## config.mk

```make
export PLATFORM = sky130hd
export DESIGN_NAME = ghsb_div
export DESIGN_NICKNAME = d
export VERILOG_FILES = /design/src/hw/rtl/ghsb_pkg.sv /design/src/hw/rtl/ghsb_div.sv
export SDC_FILE = /design/constraint.sdc
export NUM_CORES = 1
export LEC_CHECK = 0
export CAP_MARGIN = 20
export CELL_PAD_IN_SITES_DETAIL_PLACEMENT = 0
export CELL_PAD_IN_SITES_GLOBAL_PLACEMENT = 1
export CORE_ASPECT_RATIO = 1.4
export CORE_UTILIZATION = 30
export CTS_BUF_LIST = sky130_fd_sc_hd__clkbuf_16
export DETAILED_ROUTE_END_ITERATION = 8
export DONT_BUFFER_PORTS = 1
export PLACE_DENSITY_LB_ADDON = 0.2
export SYNTH_ARGS = -nofsm -noshare
export SYNTH_HDL_FRONTEND = slang
export SYNTH_SLANG_ARGS = --single-unit
```

## constraint.sdc

```tcl
create_clock -name i_clk -period 3.4 [get_ports i_clk]
set_clock_uncertainty 0.15 [all_clocks]
set_input_delay 0 -clock i_clk [delete_from_list [all_inputs] [get_ports i_clk]]
set_output_delay 0 -clock i_clk [all_outputs]
set_load 0.005 [all_outputs]
```

## src/hw/rtl/ghsb_pkg.sv

```systemverilog
// ghsb_pkg: shared constants, types and operation codes of the grey histogram block
// no dependencies
`timescale 1ns / 1ps
`default_nettype none

package ghsb_pkg;

    localparam int COUNT_WIDTH  = 21;
    localparam int BIN_TOTAL    = 256;
    localparam int BIN_AW       = $clog2(BIN_TOTAL);
    localparam int BAR_SCALE    = 240;
    localparam int SCALE_W      = $clog2(BAR_SCALE);
    localparam int DIV_WIDTH    = COUNT_WIDTH - SCALE_W + 1;
    localparam int HEIGHT_WIDTH = 9;
    localparam int HEIGHT_LIMIT = 2 * BAR_SCALE - 1;
    localparam int DSH_WIDTH    = DIV_WIDTH + HEIGHT_WIDTH - 1;
    localparam int STEP_W       = $clog2(HEIGHT_WIDTH);
    localparam int IN_DATA_W    = 24;
    localparam int IN_USER_W    = 2;
    localparam int OUT_DATA_W   = 32;

    typedef logic [COUNT_WIDTH-1:0] t_count;
    typedef logic [DIV_WIDTH-1:0]   t_divisor;
    typedef logic [HEIGHT_WIDTH-1:0] t_height;

    localparam t_count COUNT_MAX = '1;

    typedef enum logic [1:0] {
        OP_ADD   = 2'd0,
        OP_READ  = 2'd1,
        OP_CLEAR = 2'd2,
        OP_NONE  = 2'd3
    } t_op;

    typedef enum logic [1:0] {
        DIV_IDLE,
        DIV_RUN,
        DIV_HOLD
    } t_div_state;

    typedef struct packed {
        logic              valid;
        t_op               op;
        logic [BIN_AW-1:0] pixel;
        logic              selected;
        logic [BIN_AW-1:0] bin_index;
    } t_item;

    typedef struct packed {
        logic     valid;
        t_count   count;
        t_divisor divisor;
    } t_bin_rd;

endpackage

`default_nettype wire

```

## src/hw/rtl/ghsb_div.sv

```systemverilog
// ghsb_div: bit-serial bar height divider and result output register
// depends on ghsb_pkg
`timescale 1ns / 1ps
`default_nettype none

module ghsb_div (
    input  wire logic                 i_clk,
    input  wire logic                 i_rst_n,
    input  wire ghsb_pkg::t_bin_rd    i_rd,
    input  wire logic                 i_out_ready,
    output logic                      o_busy,
    output logic                      o_valid,
    output ghsb_pkg::t_count          o_count,
    output ghsb_pkg::t_height         o_height
);
    import ghsb_pkg::*;

    t_div_state r_state;
    t_div_state n_state;

    t_count                r_rem;
    t_count                r_cnt;
    logic [DSH_WIDTH-1:0]  r_dsh;
    t_height               r_quo;
    logic [STEP_W-1:0]     r_step;
    logic                  r_out_valid;
    t_count                r_out_count;
    t_height               r_out_height;

    logic fits;
    logic out_free;
    logic load_out;

    always_comb begin
        fits     = DSH_WIDTH'(r_rem) >= r_dsh;
        out_free = !r_out_valid || i_out_ready;
        load_out = 1'b0;
        n_state  = r_state;
        unique case (r_state)
            DIV_IDLE: begin
                if (i_rd.valid) begin
                    n_state = DIV_RUN;
                end
            end
            DIV_RUN: begin
                if (r_step == '0) begin
                    n_state = DIV_HOLD;
                end
            end
            DIV_HOLD: begin
                if (out_free) begin
                    load_out = 1'b1;
                    n_state  = DIV_IDLE;
                end
            end
            default: n_state = DIV_IDLE;
        endcase
    end

    always_ff @(posedge i_clk) begin
        if (!i_rst_n) begin
            r_state     <= DIV_IDLE;
            r_out_valid <= 1'b0;
        end else begin
            r_state <= n_state;
            if (load_out) begin
                r_out_valid <= 1'b1;
            end else if (i_out_ready) begin
                r_out_valid <= 1'b0;
            end
        end
    end

    // restoring division, one quotient bit per cycle, msb first
    always_ff @(posedge i_clk) begin
        if (r_state == DIV_IDLE && i_rd.valid) begin
            r_rem  <= i_rd.count;
            r_cnt  <= i_rd.count;
            r_dsh  <= DSH_WIDTH'(i_rd.divisor) << (HEIGHT_WIDTH - 1);
            r_quo  <= '0;
            r_step <= STEP_W'(HEIGHT_WIDTH - 1);
        end else if (r_state == DIV_RUN) begin
            if (fits) begin
                r_rem <= r_rem - r_dsh[COUNT_WIDTH-1:0];
            end
            r_dsh  <= r_dsh >> 1;
            r_quo  <= {r_quo[HEIGHT_WIDTH-2:0], fits};
            r_step <= r_step - STEP_W'(1);
        end
        if (load_out) begin
            r_out_count  <= r_cnt;
            r_out_height <= r_quo;
        end
    end

    assign o_busy   = (r_state != DIV_IDLE);
    assign o_valid  = r_out_valid;
    assign o_count  = r_out_count;
    assign o_height = r_out_height;

endmodule

`default_nettype wire

```

==> results by group, run 1 <==
Critical path
  • Crit path DAT: 2.87 ns
  • Critical Path Start Type: flop
  • RR Startpoint: r_rem[0]
  • Worst reg2reg path endpoint: r_rem[9]
  • CP Capture Type: flop
  • Worst Setup SP: r_rem[0]
  • Reg-to-reg setup timing slack: 0.50 ns
  • Worst-path maximum fanout: 10
  • Data required, critical path: 3.37 ns
  • Worst Setup EP: r_rem[9]
  • Worst Path Class, Setup: flop to flop
  • R2R depth: 11

Timing
  • Max_slew headroom: 0.399
  • Final hold vios: 0
  • Measured slew at the worst slew-check pin: 0.899 ns
  • Unrepaired setup endpoints after global routing: no
  • Fin Hold WS: 0.146 ns
  • Period utilization: 0.853
  • Setup TNS: 0 ns
  • Max Slew Vio Count: 0
  • FMAX: 345 MHz
  • Final setup vio count: 0
  • Tmin final: 2.90 ns

Global route
  • Antenna violations before repair: 0
  • Global-route wire length before repair: 17.9 mm
  • Total track usage: 0.136
  • Number of global-route vias before repair: 3373
  • Largest net degree at the start of global routing: 35
  • Total grt overflow: 0

Clocking
  • CTS tree: yes
  • Clock root cell: clkbuf_16
  • Setup bufs post-CTS: 0
  • Clk slew on worst S/H paths: 0.08 ns
  • Clock H-tree levels: 3
  • Skew-Pair Late Insertion Delay: 0.36 ns
  • Clock Tree Buf Depth: 2
  • TritonCTS Buffers: 9
  • # clock sinks: 110

Finish
  • Filler cells: 1682
  • Nets: 547
  • Core Util, Final: 0.361
  • Layout Cells excl Fill: 693
  • Layout cells sized above 1: 0.0898
  • Synth-to-layout area growth: 18.2%
  • Ant. Diodes: 0

Min path
  • Hold Crit Depth: 1
  • Min-Delay Path Class: input port to flop

Yosys
  • Largest area contributor in the netlist: edfxtp_1
  • Area share of the largest cell type after synthesis: 0.507
  • Count of different cell masters after synthesis: 58
  • Number of flops mapped to enable cells by yosys: 86
  • Syn Inst Count: 445
  • Synth top cells by count: edfxtp_1, nand2_1, a21oi_1, inv_1, dfxtp_1
  • Synth Cell Area: 0.00509 mm^2
  • Ys flop type: edfxtp_1
  • Count leader, synth: edfxtp_1
  • Synth top area cells: edfxtp_1, dfxtp_1, ha_1, nand2_1, a21oi_1
  • Syn nets: 507
  • Yosys reg bits: 110
  • Synth async-reset ratio: 0
  • Syn avg cell area: 11.4 um^2
  • Seq/Total Area, Yosys: 0.602
  • Syn. warnings: 0

Floorplan
  • FP Rows: 56
  • Die X: 112 um
  • I/O pin total: 71
  • Die Ht: 156 um
  • Initial core utilization: 0.305
  • Die Footprint: 0.0175 mm^2
  • CORE AREA: 0.0167 mm^2

Detailed routing
  • Met3 Wirelength: 459 um
  • Routed Antenna Nets: 0
  • Drt initial violations: 151
  • Routed length per instance: 16.1 um
  • Met1 Wirelength: 4.92 mm
  • Max layer used: met4
  • Vias: 3346
  • Pre-Repair DR Iteration Count: 6
  • Via-to-Cell Ratio: 4.83
  • Detailed Route WL: 11.2 mm
  • Metal2 WL: 5.62 mm
  • Drc violations: 3

Job
  • Max_cap viols: 0

Power
  • P_leak: 2.16 nW
  • Total power: 4.63 mW
  • Pwr/cell area: 770 mW/mm^2
  • Peak supply drop: 0.000262 V

Place
  • Routability cong.: 0.781
  • Placed Cells: 639
  • PortBufs: 0
  • Post-DP HPWL: 7.88 mm

Run status
  • Outcome: finished, violations left
  • Violated checks: design-rule violations
metrics by stage:
| step | setup slack [ns] | cell area [um^2] |
|---|---|---|
| 2_1_floorplan | 0.155 | 5090 |
| 3_3_place_gp | 0.575 | 5340 |
| 3_5_place_dp | 0.456 | 5340 |
| 4_1_cts | 0.431 | 6020 |
| 5_1_grt | 0.224 | 6020 |
| 6_report | 0.501 | 6020 |
placed cells by master (no fill, tap or decap), types with 3 or more instances in the layout:
cell type / instances
nand2b_1: 4
o21ai_0: 22
xnor2_1: 8
inv_1: 28
a21oi_2: 4
dfxtp_1: 24
nand2_1: 69
a21oi_1: 36
inv_6: 3
nor3_1: 7
a21boi_0: 4
nor4_1: 4
nand3_1: 12
dlygate4sd3_1: 38
a21o_1: 6
xor2_1: 5
ha_1: 22
edfxtp_1: 86
a211oi_1: 5
and3_1: 4
o21bai_1: 3
nor3b_1: 3
nor2b_1: 4
nor2_1: 23
o21a_1: 4
clkbuf_16: 9
buf_4: 8
and2_1: 4
layout make-up:
| class | instances | area, um^2 | share of cell area |
|---|---|---|---|
| Sequential cell | 110 | 3060 | 0.509 |
| Tap cell | 203 | 254 | 0.0422 |
| Clock inverter | 7 | 73.8 | 0.0123 |
| Inverter | 29 | 109 | 0.0181 |
| Multi-Input combinational cell | 289 | 1850 | 0.308 |
| Timing Repair Buffer | 46 | 440 | 0.0732 |
| Clock buffer | 9 | 225 | 0.0374 |
worst max-delay path, cell delays in order, from the launching register on:
cell,delay [ns]
edfxtp_1,0.38
inv_1,0.06
ha_1,0.18
fa_1,0.22
nor2b_1,0.07
o21bai_1,0.21
a21oi_2,0.11
nor4_1,0.47
nor2_1,0.16
a2111oi_2,0.27
o21ai_1,0.14
buf_4,0.22
state kept, by name (all words and copies together), names as in the netlist:
signal	count
r_dsh	22
o_valid	1
r_step	4
r_cnt	21
r_quo	9
r_state	2
o_height	9
r_rem	21
o_count	21
report_power, final:
group / internal, mW / total, mW / leakage (nW) / switching [mW]
registers: 1.74 / 1.82 / 1.01 / 0.0813
logic: 0.715 / 1.73 / 0.997 / 1.01
clock network: 0.524 / 1.08 / 0.148 / 0.558
routing by layer:
| metal | track usage | vias up |
|---|---|---|
| met5 | 0 | - |
| met4 | 0.0476 | 0 |
| met3 | 0.0423 | 10 |
| met2 | 0.233 | 63 |
| met1 | 0.161 | 1592 |
| li1 | - | 1681 |
kinds of logic after synthesis:
family / synth area share
compound gates: 0.143
xor+xnor: 0.0224
simple gates: 0.137
mux: 0.00197
fa+ha+maj: 0.0580
buf+inv: 0.0359
flops: 0.602
timing repair:
| item | in CTS | in global routing |
|---|---|---|
| resized for setup | 0 | 0 |
| endpoints found under the hold margin | 60 | 0 |
| hold buffers | 38 | 0 |
| endpoints found under the setup margin | 0 | 0 |
worst min path at each step:
| stage | to | slack, ns | from |
|---|---|---|---|
| 6_report | r_cnt[16] | 0.15 | i_rd[30] |
| 3_3_place_gp | r_cnt[16] | -0.05 | i_rd[30] |
| 2_1_floorplan | r_cnt[0] | -0.05 | i_rd[14] |
| 5_1_grt | r_cnt[17] | 0.15 | i_rd[31] |
| 3_5_place_dp | r_cnt[9] | -0.05 | i_rd[23] |
| 4_1_cts | r_cnt[17] | 0.13 | i_rd[31] |
(Power assumes the default switching activity.)
==> inputs of run 2 (changes only) <==
clock period = 2.4 ns   (was 3.4 ns; I/O delays follow)
==> run 2 against run 1 <==
The flow finishes with violations (design-rule violations, negative setup slack). Clock power up 39%. Hold slack got worse by 0.013 ns. Core utilization rose by 4.1 points. Critical path depth fell by 2. Sequential power rose by 43%. Register-to-register slack worse by 0.70 ns. Die area stayed put.
==> results by group, run 2 (synthesis results as in run 1) <==
Run status
  • Outcome: finished, violations left
  • Violated checks: design-rule violations, negative setup slack

Floorplan
  • Die X: 112 um (unchanged)
  • Initial core utilization: 0.305 (unchanged)
  • I/O pin total: 71 (unchanged)
  • Die Ht: 156 um (unchanged)
  • FP Rows: 56 (unchanged)
  • CORE AREA: 0.0167 mm^2 (unchanged)
  • Die Footprint: 0.0175 mm^2 (unchanged)

Detailed routing
  • Drc violations: 8 (+5)
  • Pre-Repair DR Iteration Count: 8 (+2)
  • Vias: 3595 (+7.4%)
  • Routed length per instance: 15.7 um (-2.5%)
  • Detailed Route WL: 11.8 mm (+5.8%)
  • Via-to-Cell Ratio: 4.78 (-0.99%)
  • Routed Antenna Nets: 0 (unchanged)
  • Drt initial violations: 147 (-2.6%)

Timing
  • FMAX: 384 MHz (+11%)
  • Final setup margin: -0.201 ns (-0.702 ns)
  • Final setup vio count: 30 (+30)
  • Measured slew at the worst slew-check pin: 0.521 ns (-0.378 ns)
  • Period utilization: 1.08 (+0.231)
  • Max_slew headroom: 0.652 (+0.253)
  • Tmin final: 2.60 ns (-0.298 ns)
  • Unrepaired setup endpoints after global routing: yes
  • Setup TNS: -4.74 ns (-4.74 ns)
  • Max Slew Vio Count: 0 (unchanged)
  • Final hold vios: 0 (unchanged)

Power
  • Switching share of power: 0.349 (-0.00733)
  • Internal: 4.90 mW (+65%)
  • Peak supply drop: 0.000440 V (+68%)
  • Net Switching: 2.63 mW (+59%)
  • Sequential share of power: 0.345 (-0.048)
  • Total power: 7.54 mW (+63%)
  • P_leak: 2.49 nW (+15%)
  • Pwr/cell area: 1120 mW/mm^2 (+46%)
  • Clock power frac: 0.198 (-0.036)
  • Combinational share of power: 0.456 (+0.083)

Finish
  • Register area: 0.00306 mm^2 (about the same)
  • Most common cell after layout, fill and taps aside: edfxtp_1
  • Most frequent cells in the layout: edfxtp_1, nand2_1, buf_4
  • Layout cells sized above 1: 0.241 (+0.151)
  • Final instance area: 0.00671 mm^2 (+11%)
  • Max FFs per register: 22 (unchanged)
  • Filler cells: 1654 (-1.7%)
  • Multi-input logic area: 0.00208 mm^2 (+12%)
  • Largest Register: r_dsh
  • Nets: 605 (+11%)
  • Synth-to-layout area growth: 31.8%

Clocking
  • TritonCTS Buffers: 9 (unchanged)
  • Clock root cell: clkbuf_16
  • CTS tree: yes
  • Skew-Pair Late Insertion Delay: 0.37 ns (about the same)
  • # clock sinks: 110 (unchanged)
  • Clock Tree Buf Depth: 2 (unchanged)
  • Clk slew on worst S/H paths: 0.08 ns (about the same)
  • Clock H-tree levels: 3 (unchanged)

Global route
  • Largest net degree at the start of global routing: 34 (-2.9%)
  • Total track usage: 0.143 (+0.00650)
  • Number of global-route vias before repair: 3666 (+8.7%)
  • Antenna violations before repair: 1 (+1)
  • Global-route wire length before repair: 19.0 mm (+6.1%)
  • Total grt overflow: 0 (unchanged)

Critical path
  • Worst Path Class, Setup: flop to flop
  • Data required, critical path: 2.38 ns (-0.99 ns)
  • Reg-to-reg setup timing slack: -0.20 ns (-0.70 ns)
  • Worst-path maximum fanout: 11 (+1)
  • Critical Path Start Type: flop
  • CP Capture Type: flop
  • Crit path DAT: 2.58 ns (-0.29 ns)

Min path
  • Min-Delay Path Class: input port to flop

Place
  • DP Worst Slack: -0.203 ns (-0.658 ns)
  • PortBufs: 0 (unchanged)
  • DP Area: 0.00579 mm^2 (+8.5%)
  • Post-DP HPWL: 8.27 mm (+4.9%)
  • Routability cong.: 0.779 (-0.26%)

Job
  • Max_cap viols: 0 (unchanged)
-- run 2: layer usage --
layer  track usage  vias to the layer above  share of wire
met5             0                        -              0
met4        0.0648                        0          0.019
met3        0.0280                       11          0.027
met2         0.241                       58           0.50
met1         0.176                     1725           0.45
li1              -                     1801              -
-- run 2: area by class of cell --
cell class	instances	share of cell area
Sequential cell	110	0.457
Multi-Input combinational cell	289	0.309
Timing Repair Buffer	104	0.137
Tap cell	203	0.0379
Clock buffer	9	0.0336
Inverter	29	0.0162
Clock inverter	7	0.00932
Antenna cell	1	0.000373
-- run 2: repair_timing --
item,CTS,global route
hold endpoints to repair,60,0
buffers inserted,2,5
hold buffers,38,0
endpoints found under the setup margin,32,35
resized for setup,15,22
pin swaps,6,20
-- run 2: power by group through the flow --
stage               Combinational [mW]  Sequential [mW]  Clock, mW
global route                      3.82             2.64       1.60
global placement                  2.95             2.62          0
finish                            3.44             2.60       1.50
CTS                               3.22             2.59       1.55
floorplan                         1.97             2.59          0
detailed placement                2.99             2.62          0
-- run 2: metrics by stage --
step | hold WS [ns] | utilization | instances
after floorplan | -0.0511 | - | 445
after global placement | -0.0510 | 0.347 | 690
after detailed placement | -0.0510 | 0.347 | 690
after CTS | 0.123 | 0.392 | 746
after global routing | 0.132 | 0.402 | 751
final | 0.132 | 0.402 | 752
-- run 2: critical path, cell delays in order (launching register included) --
cell and delay (ns):
edfxtp_1 0.41, inv_2 0.09, ha_4 0.21, and4_4 0.20, and2_1 0.21, nor4_4 0.31
nor2_2 0.09, a2111oi_4 0.40, o21ai_4 0.11, buf_12 0.17
-- run 2: path summary, 6_finish.rpt --
kind / startpoint / cells after the start / to
setup / recovery: r_dsh[8] / 9 / r_rem[6]
setup reg to reg: r_dsh[8] / 9 / r_rem[6]
hold / removal: i_rd[28] / 1 / r_cnt[14]
hold reg to reg: r_cnt[18] / 0 / o_count[18]
